`src/rtl/swm_pkg.sv`:
```
// Shared types, character codes and character-class functions of the whitespace minifier.
package swm_pkg;

  typedef enum logic [1:0] {
    SCAN_NORMAL    = 2'd0,
    SCAN_STRING    = 2'd1,
    SCAN_LITERAL   = 2'd2,
    SCAN_DIRECTIVE = 2'd3
  } scan_mode_t;

  // literal progress codes
  localparam logic [1:0] LIT_IDLE    = 2'd0;
  localparam logic [1:0] LIT_CLOSE   = 2'd1;
  localparam logic [1:0] LIT_ESCAPED = 2'd2;
  localparam logic [1:0] LIT_FIRST   = 2'd3;

  // newline_mode values
  localparam logic MODE_LINE  = 1'b0;
  localparam logic MODE_WHOLE = 1'b1;

  // command values
  localparam logic CMD_DATA = 1'b0;
  localparam logic CMD_END  = 1'b1;

  localparam logic [7:0] CH_NUL    = 8'h00;
  localparam logic [7:0] CH_TAB    = 8'h09;
  localparam logic [7:0] CH_CR     = 8'h0D;
  localparam logic [7:0] CH_LF     = 8'h0A;
  localparam logic [7:0] CH_SPACE  = 8'h20;
  localparam logic [7:0] CH_DQUOTE = 8'h22;
  localparam logic [7:0] CH_HASH   = 8'h23;
  localparam logic [7:0] CH_PCT    = 8'h25;
  localparam logic [7:0] CH_AMP    = 8'h26;
  localparam logic [7:0] CH_SQUOTE = 8'h27;
  localparam logic [7:0] CH_LPAREN = 8'h28;
  localparam logic [7:0] CH_RPAREN = 8'h29;
  localparam logic [7:0] CH_STAR   = 8'h2A;
  localparam logic [7:0] CH_PLUS   = 8'h2B;
  localparam logic [7:0] CH_COMMA  = 8'h2C;
  localparam logic [7:0] CH_MINUS  = 8'h2D;
  localparam logic [7:0] CH_SLASH  = 8'h2F;
  localparam logic [7:0] CH_COLON  = 8'h3A;
  localparam logic [7:0] CH_SEMI   = 8'h3B;
  localparam logic [7:0] CH_LT     = 8'h3C;
  localparam logic [7:0] CH_EQ     = 8'h3D;
  localparam logic [7:0] CH_GT     = 8'h3E;
  localparam logic [7:0] CH_LBRACK = 8'h5B;
  localparam logic [7:0] CH_BSLASH = 8'h5C;
  localparam logic [7:0] CH_RBRACK = 8'h5D;
  localparam logic [7:0] CH_CARET  = 8'h5E;
  localparam logic [7:0] CH_LBRACE = 8'h7B;
  localparam logic [7:0] CH_RBRACE = 8'h7D;

  typedef struct packed {
    scan_mode_t  scan_mode;
    logic [1:0]  literal_left;
    logic [7:0]  last_emitted;
    logic        pending_white;
    logic        line_started;
  } swm_state_t;

  typedef struct packed {
    logic [1:0] count;
    logic [7:0] first_byte;
    logic [7:0] second_byte;
  } swm_result_t;

  localparam swm_state_t STATE_RESET = '{
    scan_mode:     SCAN_NORMAL,
    literal_left:  LIT_IDLE,
    last_emitted:  CH_NUL,
    pending_white: 1'b0,
    line_started:  1'b0
  };

  function automatic logic is_white(input logic [7:0] c);
    return (c == CH_SPACE) || ((c >= CH_TAB) && (c <= CH_CR));
  endfunction

  function automatic logic is_punct(input logic [7:0] c);
    return (c == CH_LPAREN) || (c == CH_RPAREN) || (c == CH_LBRACE) ||
           (c == CH_RBRACE) || (c == CH_LBRACK) || (c == CH_RBRACK) ||
           (c == CH_LT) || (c == CH_GT) || (c == CH_PLUS) || (c == CH_MINUS) ||
           (c == CH_SLASH) || (c == CH_STAR) || (c == CH_AMP) || (c == CH_CARET) ||
           (c == CH_PCT) || (c == CH_SEMI) || (c == CH_COLON) || (c == CH_EQ) ||
           (c == CH_COMMA) || (c == CH_NUL);
  endfunction

  function automatic logic eq_meets_op(input logic [7:0] a, input logic [7:0] b);
    return (a == CH_EQ) && ((b == CH_PLUS) || (b == CH_MINUS) || (b == CH_STAR) ||
                            (b == CH_SLASH) || (b == CH_LT) || (b == CH_GT));
  endfunction

  function automatic logic space_needed(input logic [7:0] a, input logic [7:0] b);
    logic plain;
    plain = !((a == CH_LF) || (b == CH_LF)) && !is_punct(a) && !is_punct(b);
    return plain || eq_meets_op(a, b) || eq_meets_op(b, a);
  endfunction

endpackage

```
`src/rtl/swm_step.sv`:
```
// Next-state and output bytes of the minifier for one request.
module swm_step (
  input  logic                newline_mode,
  input  logic                command,
  input  logic [7:0]          in_byte,
  input  swm_pkg::swm_state_t state_cur,
  output swm_pkg::swm_state_t state_next,
  output swm_pkg::swm_result_t result
);

  // in-line compaction shared by line mode and directive lines
  swm_pkg::swm_state_t lb_state;
  swm_pkg::swm_result_t lb_result;

  always_comb begin
    lb_state  = state_cur;
    lb_result = '{count: 2'd0, first_byte: in_byte, second_byte: in_byte};
    if (swm_pkg::is_white(in_byte)) begin
      if (state_cur.line_started) lb_state.pending_white = 1'b1;
    end else begin
      if (state_cur.line_started && state_cur.pending_white &&
          swm_pkg::space_needed(state_cur.last_emitted, in_byte)) begin
        lb_result.count      = 2'd2;
        lb_result.first_byte = swm_pkg::CH_SPACE;
      end else begin
        lb_result.count = 2'd1;
      end
      lb_state.line_started  = 1'b1;
      lb_state.pending_white = 1'b0;
      lb_state.last_emitted  = in_byte;
    end
  end

  always_comb begin
    state_next = state_cur;
    result     = '{count: 2'd0, first_byte: in_byte, second_byte: in_byte};
    if (command == swm_pkg::CMD_END) begin
      if (newline_mode == swm_pkg::MODE_LINE) begin
        if (state_cur.line_started) result.count = 2'd1;
      end else if (state_cur.scan_mode == swm_pkg::SCAN_DIRECTIVE) begin
        result.count = 2'd1;
      end
      result.first_byte = swm_pkg::CH_LF;
      state_next = swm_pkg::STATE_RESET;
    end else if (newline_mode == swm_pkg::MODE_LINE) begin
      if (in_byte == swm_pkg::CH_LF) begin
        if (state_cur.line_started) result.count = 2'd1;
        state_next.line_started  = 1'b0;
        state_next.pending_white = 1'b0;
      end else begin
        state_next = lb_state;
        result     = lb_result;
      end
    end else if (state_cur.scan_mode == swm_pkg::SCAN_LITERAL) begin
      // copy literal bytes untouched; spacing state is left alone
      result.count = 2'd1;
      priority if (state_cur.literal_left == swm_pkg::LIT_FIRST) begin
        state_next.literal_left = (in_byte == swm_pkg::CH_BSLASH) ?
                                  swm_pkg::LIT_ESCAPED : swm_pkg::LIT_CLOSE;
      end else if (state_cur.literal_left == swm_pkg::LIT_ESCAPED) begin
        state_next.literal_left = swm_pkg::LIT_CLOSE;
      end else begin
        state_next.literal_left = swm_pkg::LIT_IDLE;
        state_next.scan_mode    = swm_pkg::SCAN_NORMAL;
      end
    end else if (state_cur.scan_mode == swm_pkg::SCAN_DIRECTIVE) begin
      if (in_byte == swm_pkg::CH_LF) begin
        result.count              = 2'd1;
        state_next.last_emitted   = swm_pkg::CH_LF;
        state_next.pending_white  = 1'b1;
        state_next.line_started   = 1'b0;
        state_next.scan_mode      = swm_pkg::SCAN_NORMAL;
      end else begin
        state_next = lb_state;
        result     = lb_result;
      end
    end else if ((in_byte == swm_pkg::CH_DQUOTE) &&
                 (state_cur.last_emitted != swm_pkg::CH_BSLASH)) begin
      result.count            = 2'd1;
      state_next.scan_mode    = (state_cur.scan_mode == swm_pkg::SCAN_STRING) ?
                                swm_pkg::SCAN_NORMAL : swm_pkg::SCAN_STRING;
      state_next.last_emitted = in_byte;
    end else if (state_cur.scan_mode == swm_pkg::SCAN_STRING) begin
      result.count            = 2'd1;
      state_next.last_emitted = in_byte;
    end else if (in_byte == swm_pkg::CH_SQUOTE) begin
      result.count            = 2'd1;
      state_next.scan_mode    = swm_pkg::SCAN_LITERAL;
      state_next.literal_left = swm_pkg::LIT_FIRST;
    end else if ((in_byte == swm_pkg::CH_HASH) ||
                 ((in_byte == swm_pkg::CH_SLASH) &&
                  (state_cur.last_emitted == swm_pkg::CH_SLASH))) begin
      // directive or comment: a directive starts on a fresh line
      if ((in_byte == swm_pkg::CH_HASH) && (state_cur.last_emitted != swm_pkg::CH_LF)) begin
        result.count      = 2'd2;
        result.first_byte = swm_pkg::CH_LF;
      end else begin
        result.count = 2'd1;
      end
      state_next.scan_mode     = swm_pkg::SCAN_DIRECTIVE;
      state_next.line_started  = 1'b0;
      state_next.pending_white = 1'b0;
    end else if (swm_pkg::is_white(in_byte)) begin
      state_next.pending_white = 1'b1;
    end else begin
      if (state_cur.pending_white &&
          swm_pkg::space_needed(state_cur.last_emitted, in_byte)) begin
        result.count      = 2'd2;
        result.first_byte = swm_pkg::CH_SPACE;
      end else begin
        result.count = 2'd1;
      end
      state_next.pending_white = 1'b0;
      state_next.last_emitted  = in_byte;
    end
  end

endmodule

```
`src/rtl/source_whitespace_minifier_top.sv`:
```
// Top level of the streaming whitespace minifier: input register, step logic, result queue.
// Path: the input register, then the four-entry result queue, lie between acceptance
//   and the first result byte valid on the master side.
// Throughput: one request per cycle while the queue has room for two bytes.
// Reset (rst, synchronous, active high): clears the scan state, empties the input
//   register and result queue, and returns newline_mode to line mode.
module source_whitespace_minifier_top (
  input  logic        clk,
  input  logic        rst,
  // configuration port
  input  logic        psel,
  input  logic        penable,
  input  logic        pwrite,
  input  logic [2:0]  paddr,
  input  logic [31:0] pwdata,
  output logic [31:0] prdata,
  output logic        pready,
  // request stream
  input  logic        s_axis_tvalid,
  output logic        s_axis_tready,
  input  logic [7:0]  s_axis_tdata,   // [7:0] in_byte
  input  logic        s_axis_tuser,   // [0] command
  // result stream
  output logic        m_axis_tvalid,
  input  logic        m_axis_tready,
  output logic [7:0]  m_axis_tdata,   // [7:0] out_byte
  output logic        m_axis_tlast    // run_last
);

  localparam int QDepth = 4;
  localparam int QPtrW  = $clog2(QDepth);
  localparam int QCntW  = $clog2(QDepth + 1);

  typedef struct packed {
    logic [7:0] data;
    logic       last;
  } q_entry_t;

  logic                  newline_mode;

  // input register
  logic                  in_valid;
  logic                  in_command;
  logic [7:0]            in_byte;

  swm_pkg::swm_state_t   state;
  swm_pkg::swm_state_t   state_next;
  swm_pkg::swm_result_t  result;

  // result queue
  q_entry_t              queue [QDepth];
  logic [QPtrW-1:0]      head;
  logic [QPtrW-1:0]      tail;
  logic [QCntW-1:0]      count;
  logic [QCntW-1:0]      count_next;

  logic                  advance;
  logic                  pop;

  // Configuration: one register at addresses 0 to 3; writes elsewhere are dropped.
  assign pready = 1'b1;
  assign prdata = (paddr[2] == 1'b0) ? {31'd0, newline_mode} : 32'd0;

  always_ff @(posedge clk) begin
    if (rst) begin
      newline_mode <= swm_pkg::MODE_LINE;
    end else if (psel && penable && pwrite && pready && (paddr[2] == 1'b0)) begin
      newline_mode <= pwdata[0];
    end
  end

  // Advance the held request once the queue has room for two bytes; the room test
  // looks only at the current fill, so no path runs from m_axis_tready to s_axis_tready.
  assign advance       = in_valid && (count <= QCntW'(QDepth - 2));
  assign s_axis_tready = !in_valid || advance;

  always_ff @(posedge clk) begin
    if (rst) begin
      in_valid <= 1'b0;
    end else if (s_axis_tready) begin
      in_valid <= s_axis_tvalid;
    end
  end

  always_ff @(posedge clk) begin
    if (s_axis_tready && s_axis_tvalid) begin
      in_command <= s_axis_tuser;
      in_byte    <= s_axis_tdata;
    end
  end

  swm_step u_step (
    .newline_mode (newline_mode),
    .command      (in_command),
    .in_byte      (in_byte),
    .state_cur    (state),
    .state_next   (state_next),
    .result       (result)
  );

  // Scan state moves only when a request is consumed.
  always_ff @(posedge clk) begin
    if (rst) begin
      state <= swm_pkg::STATE_RESET;
    end else if (advance) begin
      state <= state_next;
    end
  end

  // Result queue: push up to two bytes per cycle, pop one.
  assign pop           = m_axis_tvalid && m_axis_tready;
  assign m_axis_tvalid = (count != '0);
  assign m_axis_tdata  = queue[head].data;
  assign m_axis_tlast  = queue[head].last;

  always_comb begin
    count_next = count;
    if (advance) count_next = count_next + QCntW'(result.count);
    if (pop)     count_next = count_next - QCntW'(1);
  end

  always_ff @(posedge clk) begin
    if (advance && (result.count != 2'd0)) begin
      queue[tail] <= '{data: result.first_byte, last: (result.count == 2'd1)};
    end
    if (advance && (result.count == 2'd2)) begin
      queue[tail + QPtrW'(1)] <= '{data: result.second_byte, last: 1'b1};
    end
  end

  always_ff @(posedge clk) begin
    if (rst) begin
      head  <= '0;
      tail  <= '0;
      count <= '0;
    end else begin
      if (advance) tail <= tail + QPtrW'(result.count);
      if (pop)     head <= head + QPtrW'(1);
      count <= count_next;
    end
  end

endmodule

```
`config.mk`:
```
export PLATFORM = sky130hd
export DESIGN_NAME = source_whitespace_minifier_top
export DESIGN_NICKNAME = d
export VERILOG_FILES = /design/src/rtl/swm_pkg.sv /design/src/rtl/swm_step.sv /design/src/rtl/source_whitespace_minifier_top.sv
export SDC_FILE = /design/constraint.sdc
export NUM_CORES = 1
export LEC_CHECK = 0
export BUFFER_PORTS_ARGS = -buffer_cell sky130_fd_sc_hd__buf_2
export CORE_MARGIN = 3
export CORE_UTILIZATION = 56
export DETAILED_ROUTE_END_ITERATION = 7
export PLACE_DENSITY_LB_ADDON = 0.12
export RECOVER_POWER = 25
export SLEW_MARGIN = 25
export SYNTH_ARGS = -nofsm -noshare
export SYNTH_HDL_FRONTEND = slang
export SYNTH_SLANG_ARGS = --single-unit
```
`constraint.sdc`:
```
create_clock -name clk -period 5.79 [get_ports clk]
set_clock_uncertainty 0.2 [all_clocks]
set_input_delay 0.2895 -clock clk [delete_from_list [all_inputs] [get_ports clk]]
set_output_delay 0.2895 -clock clk [all_outputs]
set_load 0.01 [all_outputs]
```
==> metrics.txt, run 1 <==
Area Overhead vs Synth=6.81%; Hold Path Cell Cnt=4; Post-Synthesis Cell Area=4850 um2; residual DRC count=0; Most used DFF post-synth=edfxtp_1; DP HPWL=8.41 mm; initial detailed-routing violation count=309; Clock Tree Root=clkbuf_8; die area=~10000 um2; CTS H-tree depth=3; unrepaired setup endpoints after global routing=false; top cell type's share of synthesized area=0.254; router iterations before antenna repair=5; PwrDens=roughly 290 nW/um2; Worst EP arrival=4.78 ns; Hold EP=newline_mode; global placer's final weighted congestion=~0.97; Critical-path top delay cell=nor4b_1; drt total wl=11.7 mm; Synth Area in Adders=0.0119; Post-synth EDFFs=41; CP Max Fanout=17; row count=33; clk sink count=70; Synth Area in Simple Gates=0.229; CTS tree=built; Initial Util=0.584; CP Capture Type=register; post-synthesis sequential area ratio=0.374; fin cells=about 660; deepest clock path buffer count=2; placed insts=around 630; layout cells sized above 1=0.134; Final Util=0.624; peak supply drop=a little over 0.0002 V; maxcap violations=0; post-synthesis instance total=534; post-synthesis mux area share=0.0609; Port Buf Inserts=29; first-pass GRT wire length=~20 mm; R2R depth=14; relative slew slack=0.443; worst-skew pair later-pin latency=between 0.3 and 0.4 ns; Startpoint Class=register; reg2reg start=in_byte[4]; Async SR Flop Fraction=0; largest family of logic cells by synthesized area=simple AND/OR/NAND/NOR gates; Final Setup Violations=0; initial antenna violation count=0; TNS Setup=0 ns; die height=99.1 um; crit share post-route=0.810; FF-to-FF End=count[1]; Mapped Avg Cell Area=9.08 um2; Reg2Reg Setup Slack=1.10 ns; Final Slew Violations=0; Synth Area in Compound Gates=0.213; hold slack=0.0999 ns; CP bufs+invs=1; TritonCTS buffer count=9; post-synthesis xor/xnor area fraction=0.0163; DR vias=between 4000 and 5000; Via density=slightly above 6; CP Class=register to register; DRT antenna net count=0; Fin. Hold Viols=0; P_leak=~1.8 nW; largest net degree at the start of global routing=26; CP max stage delay=about 0.64 ns; global-route usage over all layers=0.248; post_cts resized=0; chip width=99.1 um; #FFs+latches synth=70; Worst-Margin Slew=~0.84 ns; n_diodes=0; FF/Latch Area=1810 um2; vias in the first global route=3855; WP data required=between 5 and 6 ns; core area=8300 um2; Nets=604; crit-path cells=nor4b_1 -> o221ai_1 -> and3_1 -> nand4_1 -> nor4b_2 -> or2_1 -> ha_1 -> inv_1 -> fa_1 -> nor2_1 -> a21oi_1 -> ha_1 -> mux2_2 -> nor2_1; Unique masters post-synth=86; Top delay family on crit path=simple AND/OR/NAND/NOR gates; HP Start=pwrite; IO Count=95; clk slew on worst S/H paths=around 0.080 ns; Final min period=4.69 ns; footprint of the multi-input gates=around 2700 um2; fillcell total=roughly 700; post-synth top area cell=edfxtp_1; wire per inst=17.7 um; Ys Warns=0; hold crit path type=primary input to register; Fmax achieved=0.213 GHz; largest cells by area after synthesis=edfxtp_1, dfxtp_1, nor2_1; GRT overflow=0; status=finished clean
[cell type report]
| class | count | share of cell area |
|---|---|---|
| well taps | 105 | 0.0254 |
| clock buffers | 11 | 0.0295 |
| inverters | 13 | 0.00942 |
| flip-flops and latches | 70 | 0.350 |
| clock inverters | 5 | 0.0121 |
| repair buffers | 44 | 0.0534 |
| multi-input cells | 411 | 0.521 |
[cells by family (layout without fill, tap and decap cells)]
group | after synthesis | after routing
AND/OR/NAND/NOR | 209 | 209
AO/OA/AOI/OAI | 139 | 139
buffers and inverters | 83 | 73
flip-flops | 70 | 70
multiplexers | 18 | 18
XOR/XNOR | 9 | 9
adder cells (fa/ha/maj) | 4 | 4
other | 2 | 32
[cells in the mapped netlist (5+ instances only)]
| library cell | n |
|---|---|
| nor2_1 | 66 |
| edfxtp_1 | 41 |
| buf_4 | 32 |
| nand2_1 | 31 |
| dfxtp_1 | 29 |
| clkbuf_1 | 28 |
| o21ai_0 | 26 |
| a21oi_1 | 22 |
| nand3_1 | 18 |
| and2_1 | 14 |
| inv_1 | 12 |
| nor3_1 | 11 |
| and3_1 | 10 |
| nand4_1 | 10 |
| mux4_2 | 9 |
| mux2i_1 | 7 |
| o21ai_1 | 7 |
| a22o_1 | 6 |
| a22oi_1 | 6 |
| buf_2 | 6 |
| nor2b_1 | 6 |
| o22ai_1 | 6 |
| a211oi_1 | 5 |
| a31oi_1 | 5 |
| o211ai_1 | 5 |
| o32ai_1 | 5 |
| xor2_1 | 5 |
[worst reg2reg max path, stage by stage (launching register included)]
cell	delay (ns)
edfxtp_1	0.63
nor4b_1	0.64
o221ai_1	0.23
and3_1	0.19
nand4_1	0.30
nor4b_2	0.49
or2_1	0.40
ha_1	0.21
inv_1	0.05
fa_1	0.47
nor2_1	0.04
a21oi_1	0.18
ha_1	0.26
mux2_2	0.26
nor2_1	0.08
[routing by layer]
metal / vias up / GRT usage / part of all wire
met4: 0 / 0.0630 / 0.012
met3: 12 / 0.0474 / 0.071
met1: 1913 / 0.335 / 0.43
met2: 185 / 0.410 / 0.49
met5: - / 0 / 0
li1: 1976 / - / -
[worst max path at each step]
stage,to,depth (start not counted),slack [ns],from
2_1_floorplan,count[1],15,1.70,state[9]
3_3_place_gp,count[1],14,1.21,in_byte[3]
3_5_place_dp,count[1],14,1.16,in_byte[4]
4_1_cts,count[1],14,1.12,in_byte[4]
5_1_grt,count[1],14,0.71,in_byte[4]
6_report,count[1],14,1.10,in_byte[4]
[where the power goes]
part           internal [W]  switching (W)  total [W]
registers          0.000580      0.0000820   0.000662
logic              0.000171       0.000224   0.000395
clock network      0.000229       0.000199   0.000429
[flip-flops by register name, summed over array words and instances, names as in the netlist, named ones only]
signal and cells:
newline_mode 1, tail 2, in_valid 1, state 14, queue 36, in_command 1, in_byte 8, count 3
head 2
[stage by stage]
step	setup WS (ns)	instance area, um2	total power, W
2_1_floorplan	1.70	4960	0.000973
3_3_place_gp	1.21	4860	0.00105
3_5_place_dp	1.16	4860	0.00106
4_1_cts	1.12	5190	0.00149
5_1_grt	0.709	5180	0.00157
6_report	1.10	5180	0.00149
[cell usage in the layout, fill, tap and decap left out, types with 18 or more instances in the layout]
master     n
nand3_1   18
nor2_1    66
nand2_1   31
conb_1    32
o21ai_0   26
buf_2     22
a21oi_1   22
edfxtp_1  41
dfxtp_1   29
[what timing repair did]
action | 4_1_cts | 5_1_grt
hold buffers | 11 | 0
hold endpoints to repair | 11 | 0
setup buffers | 0 | 0
No activity file was read; power rests on OpenSTA's default activity.
==> inputs of run 2 (changes only) <==
- CORE_UTILIZATION: 56 -> 51
- clock period: 5.79 -> 3.9 ns (I/O delays scaled with it)
==> run 2 against run 1 <==
Against the previous run: fmax rose by 21%; sequential power rose by 42%; wire length rose by 12%; hold slack got worse by 0.085 ns; sequential share of layout area fell by 3.0 points; critical path depth did not move; die area rose by 9.2%; clock power rose by 54%; via count rose by 3.9%; worst setup slack got worse by 1.1 ns; global-route usage fell by 0.53 points; largest power group unchanged.
==> metrics.txt, run 2 (synthesized netlist as in run 1, its figures left out) <==
Gate power share=0.308 (+0.042); clk sink count=70 (unchanged); placed insts=703 (+11%); Nets=658 (+8.9%); crit share post-route=0.991 (+0.181); drt total wl=13.1 mm (+12%); max reg flops=36 (unchanged); Fmax achieved=0.259 GHz (+21%); Final Setup Violations=0 (unchanged); residual DRC count=0 (unchanged); CP max stage delay=0.52 ns (-0.12 ns); chip width=104 um (+4.5%); Port Buf Inserts=29 (unchanged); Initial Util=0.540 (-0.0441); CTS H-tree depth=3 (unchanged); core area=8980 um2 (+8.2%); IO Count=95 (unchanged); crit path launch=state[7]; total internal power=0.00153 W (+56%); WP data required=3.99 ns (-1.89 ns); P_sw=0.000782 W (+55%); TNS Setup=0 ns (unchanged); fin cells=734 (+11%); die height=104 um (+4.5%); unrepaired setup endpoints after global routing=true; fillcell total=777 (+9.3%); wire per inst=17.8 um (+0.48%); Worst EP arrival=3.95 ns (-0.83 ns); DRT antenna net count=0 (unchanged); initial detailed-routing violation count=293 (-5.2%); TritonCTS buffer count=9 (unchanged); deepest clock path buffer count=2 (unchanged); Worst-Margin Slew=0.715 ns (-0.121 ns); sw frac=0.338 (-0.00204); P_leak=2.09 nW (+16%); Startpoint Class=register; hold crit path type=primary input to register; relative slew slack=0.523 (+0.0804); reg2reg start=state[7]; vias in the first global route=4046 (+5.0%); DP HPWL=9.82 mm (+17%); commonest non-fill, non-tap cell in the layout=nor2_1; global placer's final weighted congestion=0.945 (-2.6%); row count=34 (+3.0%); Critical-path top delay cell=or4_4; Met1 Wirelength=5.77 mm (+14%); Final Power=0.00231 W (+56%); peak supply drop=0.000165 V (-18%); Via density=5.79 (-6.7%); top flop regs=queue: 36 flops, state: 14 flops, in_byte: 8 flops; maxcap violations=0 (unchanged); clk slew on worst S/H paths=0.08 ns (about the same); clock share of power=0.285 (-0.004); Final Slew Violations=0 (unchanged); CP Class=register to register; Fin. Hold Viols=0 (unchanged); CP bufs+invs=1 (unchanged); Area Overhead vs Synth=17.3%; WL met3=700 um (-15%); worst-skew pair later-pin latency=0.35 ns (about the same); DR vias=4247 (+3.9%); status=finished clean; Flop pwr share=0.407 (-0.039); CP Capture Type=register; CTS tree=built; first-pass GRT wire length=21.2 mm (+8.2%); hold slack=0.0148 ns (-0.0851 ns); PwrDens=407 nW/um2 (+42%); Top delay family on crit path=simple AND/OR/NAND/NOR gates; initial antenna violation count=0 (unchanged); CP Max Fanout=6 (-11); router iterations before antenna repair=5 (unchanged); largest net degree at the start of global routing=26 (unchanged); routed length on met2=6.41 mm (+13%); crit-path cells=or4b_4 -> o2111a_2 -> or4_4 -> a211oi_2 -> nor4b_2 -> or2_4 -> ha_4 -> inv_2 -> fa_1 -> nor2_1 -> a21oi_1 -> ha_1 -> mux2_2 -> nor2_1; worst setup margin=0.0332 ns (-1.07 ns); Clock Tree Root=clkbuf_8; layout cells sized above 1=0.234 (+0.100); n_diodes=0 (unchanged); CP dominant cell by count=nor2_1; Final min period=3.87 ns (-0.824 ns); global-route usage over all layers=0.242 (-0.00526); die area=10700 um2 (+9.2%); GRT overflow=0 (unchanged); HP Start=m_axis_tready; Top Layer Used=met4; commonest non-fill, non-tap cells in the layout=nor2_1, buf_4, edfxtp_1; Biggest register=queue; Place WS=-0.00750 ns (-1.17 ns)
-- run 2: cell types whose count changed in the layout (fill, tap and decap cells not counted), sizes merged --
cell      change
clkbuf        +2
clkinvlp      +1
buf          +52
clkinv        -1
-- run 2: what timing repair did --
action / CTS / global route
buffers inserted: 0 / 4
hold buffers: 11 / 0
endpoints found under the setup margin: 1 / 2
resized for setup: 1 / 8
pin swaps: 0 / 2
endpoints found under the hold margin: 11 / 0
-- run 2: layout make-up --
type / instances / area [um2] / share of cell area
inverter: 13 / 48.8 / 0.00858
clock buffer: 11 / 163 / 0.0286
timing repair buffer: 98 / 676 / 0.119
clock inverter: 5 / 61.3 / 0.0108
sequential: 70 / 1820 / 0.319
tap: 126 / 158 / 0.0277
multi-input combinational: 411 / 2770 / 0.486
-- run 2: final timing paths --
| kind | to | slack [ns] | cells past startpoint |
|---|---|---|---|
| max | count[1] | 0.03 | 14 |
| min | count[0] | 0.01 | 4 |
| max reg2reg | count[1] | 0.03 | 14 |
| min reg2reg | queue[2][0] | 0.30 | 2 |
-- run 2: stage by stage --
stage                     area, um2  utilization
after floorplan                5000            -
after global placement         5300        0.590
after detailed placement       5300        0.590
after CTS                      5630        0.627
after global routing           5690        0.634
final                          5690        0.634
-- run 2: power groups by stage --
stage	Sequential, W	Clock, W	Combinational (W)
after global placement	0.000955	0	0.000678
after global routing	0.000954	0.000701	0.000789
after floorplan	0.000910	0	0.000549
after CTS	0.000942	0.000674	0.000705
after detailed placement	0.000958	0	0.000690
final	0.000942	0.000660	0.000713
-- run 2: worst register-to-register path: stages, from the launching register on --
cell and delay, ns:
dfxtp_1 0.36, or4b_4 0.50, o2111a_2 0.28, or4_4 0.52, a211oi_2 0.21, nor4b_2 0.08
or2_4 0.26, ha_4 0.16, inv_2 0.05, fa_1 0.41, nor2_1 0.10, a21oi_1 0.07
ha_1 0.28, mux2_2 0.26, nor2_1 0.08
-- run 2: routing by layer --
metal / vias to the layer above / GRT usage
li1: 2074 / -
met1: 1986 / 0.329
met2: 162 / 0.408
met3: 25 / 0.0373
met4: 0 / 0.0598
met5: - / 0
==> inputs of run 3 (changes only) <==
- ABC_AREA: not set -> 1
==> run 3 against run 2 <==
Against the previous run: combinational power decreased by 5.5%; hold slack improved by 0.26 ns; power shrank 2.6%; critical endpoint unchanged; design area increased by 1.1%.
==> metrics.txt, run 3 <==
DR vias=4874 (+15%); TNS Setup=0 ns (unchanged); largest cells by area after synthesis=edfxtp_1, nand2_1, dfxtp_1; router iterations before antenna repair=6 (+1); met2 usage=0.413 (+0.00426); Synth Area in Simple Gates=0.335 (+0.106); grt peak-use layer=met2; post-synthesis mux area share=0 (-0.0609); hold slack=0.270 ns (+0.256 ns); post-synth top area cell=edfxtp_1; GRT overflow=0 (unchanged); worst-skew pair later-pin latency=0.36 ns (about the same); most common cell in the netlist=nand2_1; Final Slew Violations=0 (unchanged); post-synthesis instance total=725 (+36%); CP max stage delay=0.49 ns (-0.03 ns); #FFs+latches synth=70 (unchanged); core area=9770 um2 (+8.9%); IO Count=95 (unchanged); die height=106 um (+2.8%); Post-synth EDFFs=41 (unchanged); Place WS=0.147 ns (+0.154 ns); Fmax achieved=0.274 GHz (+5.8%); crit share post-route=0.937 (-0.0544); n_diodes=0 (unchanged); met1 Use GR=0.318 (-0.0109); Critical-path top delay cell=edfxtp_1; global-route usage over all layers=0.244 (+0.00204); DP HPWL=10.1 mm (+3.3%); initial antenna violation count=0 (unchanged); deepest clock path buffer count=2 (unchanged); die area=11300 um2 (+5.6%); largest family of logic cells by synthesized area=simple AND/OR/NAND/NOR gates; Post-Synthesis Cell Area=5140 um2 (+6.0%); PwrDens=392 nW/um2 (-3.7%); post-synthesis sequential area ratio=0.353 (-0.0210); TritonCTS buffer count=9 (unchanged); Startpoint Class=register; status=finished clean; crit-path cells=inv_2 -> nand2_2 -> nor2_8 -> nand2_1 -> nor2_1 -> nand2_1 -> clkinv_1 -> nor2_2 -> nor3_4 -> nand2_1 -> nand3_4 -> inv_1 -> ha_1 -> inv_1 -> fa_1 -> nand2_1 -> o21ai_1 -> ha_1 -> nand2_1 -> nand2_1 -> a21oi_1; top flop regs=queue: 36 flops, state: 14 flops, in_byte: 8 flops; Port Buf Inserts=29 (unchanged); worst setup margin=0.245 ns (+0.212 ns); met3 Use GR=0.0291 (-0.00817); Worst EP arrival=3.74 ns (-0.21 ns); commonest non-fill, non-tap cells in the layout=nand2_1, nor2_1, o21ai_0; maxcap violations=0 (unchanged); fillcell total=925 (+19%); Synth top cells by count=nand2_1, nor2_1, o21ai_0; Via density=5.31 (-8.2%); commonest non-fill, non-tap cell in the layout=nand2_1; Most used DFF post-synth=edfxtp_1; largest net degree at the start of global routing=20 (-23%); drt total wl=13.4 mm (+2.5%); relative slew slack=0.434 (-0.0889); Biggest register=queue; Final min period=3.65 ns (-0.212 ns); Async SR Flop Fraction=0 (unchanged); initial detailed-routing violation count=437 (+49%); Final Power=0.00225 W (-2.6%); CTS tree=built; unrepaired setup endpoints after global routing=false; CP Max Fanout=8 (+2); CP bufs+invs=4 (+3); P_leak=2.72 nW (+31%); global placer's final weighted congestion=0.993 (+5.1%); WP data required=3.99 ns (about the same); Nets=835 (+27%); Synth Area in Compound Gates=0.172 (-0.0410); Ys Warns=0 (unchanged); CP Capture Type=register; vias in the first global route=4570 (+13%); Clock Tree Root=clkbuf_8; top cell type's share of synthesized area=0.240 (-0.0143); Synth Area in Adders=0.0112 (-0.000668); Worst-Margin Slew=0.846 ns (+0.131 ns); DRT antenna net count=0 (unchanged); Unique masters post-synth=45 (-48%); Fin. Hold Viols=0 (unchanged); CP dominant cell by count=nand2_1; clk sink count=70 (unchanged); Top delay family on crit path=simple AND/OR/NAND/NOR gates; residual DRC count=0 (unchanged); max reg flops=36 (unchanged); Initial Util=0.526 (-0.0146); chip width=106 um (+2.8%); Mapped Avg Cell Area=7.09 um2 (-22%); CTS H-tree depth=3 (unchanged); CP Class=register to register; first-pass GRT wire length=22.3 mm (+5.2%); clk slew on worst S/H paths=0.08 ns (about the same); row count=36 (+5.9%); Area Overhead vs Synth=12.0%; hold crit path type=register to register; post-synthesis xor/xnor area fraction=0 (-0.0163); footprint of the multi-input gates=2800 um2 (+1.1%); layout cells sized above 1=0.155 (-0.0781); FF/Latch Area=1810 um2 (-0.28%); Final Setup Violations=0 (unchanged); peak supply drop=0.000190 V (+15%); wire per inst=14.6 um (-18%)
run 3: cell count changes after synthesis, moves of 9 or more:
cell	delta
nand2_1	+164
nor2_1	+20
nand3_1	+13
nand2_4	+11
o21ai_1	+18
inv_2	+15
clkbuf_1	-19
mux4_2	-9
and2_1	-14
and3_1	-10
inv_1	+48
o21ai_0	+36
nor3_1	-9
run 3: final cells by class:
cell class / instances / share of cell area
clock buffers: 12 / 0.0309
clock inverters: 4 / 0.00892
inverters: 84 / 0.0574
multi-input cells: 553 / 0.486
flip-flops and latches: 70 / 0.315
well taps: 133 / 0.0289
repair buffers: 62 / 0.0729
run 3: routing by layer:
layer  wire (um)  up-vias  part of all wire
li1            -     2446                 -
met1        5960     2178              0.44
met2        6210      219              0.46
met3         894       31             0.067
met4         348        0             0.026
met5           0        -                 0
run 3: report_power, final:
group / switching [W] / internal (W)
clock: 0.000297 / 0.000374
sequential: 0.0000566 / 0.000853
combinational: 0.000448 / 0.000226
run 3: logic make-up (layout without fill, tap and decap cells):
group | Yosys count | in the layout
AND/OR/NAND/NOR | 361 | 361
other | 2 | 32
buffers and inverters | 132 | 162
adder cells (fa/ha/maj) | 4 | 4
flip-flops | 70 | 70
AO/OA/AOI/OAI | 156 | 156
run 3: through the flow:
step | cell area [um2] | cells | util
after floorplan | 5250 | 755 | -
after global placement | 5330 | 881 | 0.545
after detailed placement | 5330 | 881 | 0.545
after CTS | 5710 | 912 | 0.584
after global routing | 5750 | 918 | 0.589
final | 5750 | 918 | 0.589
run 3: final timing paths:
kind | cells after the start | slack [ns] | to | startpoint
max | 21 | 0.25 | count[1] | in_byte[4]
max reg2reg | 21 | 0.25 | count[1] | in_byte[4]
min | 2 | 0.27 | head[1] | head[1]
min reg2reg | 2 | 0.27 | head[1] | head[1]
run 3: worst reg2reg max path, stage by stage, from the launching register on:
cell	delay [ns]
edfxtp_1	0.49
inv_2	0.20
nand2_2	0.11
nor2_8	0.18
nand2_1	0.12
nor2_1	0.10
nand2_1	0.11
clkinv_1	0.10
nor2_2	0.06
nor3_4	0.24
nand2_1	0.13
nand3_4	0.12
inv_1	0.08
ha_1	0.17
inv_1	0.06
fa_1	0.40
nand2_1	0.08
o21ai_1	0.09
ha_1	0.31
nand2_1	0.06
nand2_1	0.04
a21oi_1	0.11
run 3: what timing repair did:
| item | in CTS | in global routing |
|---|---|---|
| setup buffers | 0 | 6 |
| setup endpoints to repair | 0 | 2 |
| resized for setup | 0 | 4 |
| hold buffers | 15 | 0 |
| hold endpoints to repair | 15 | 0 |
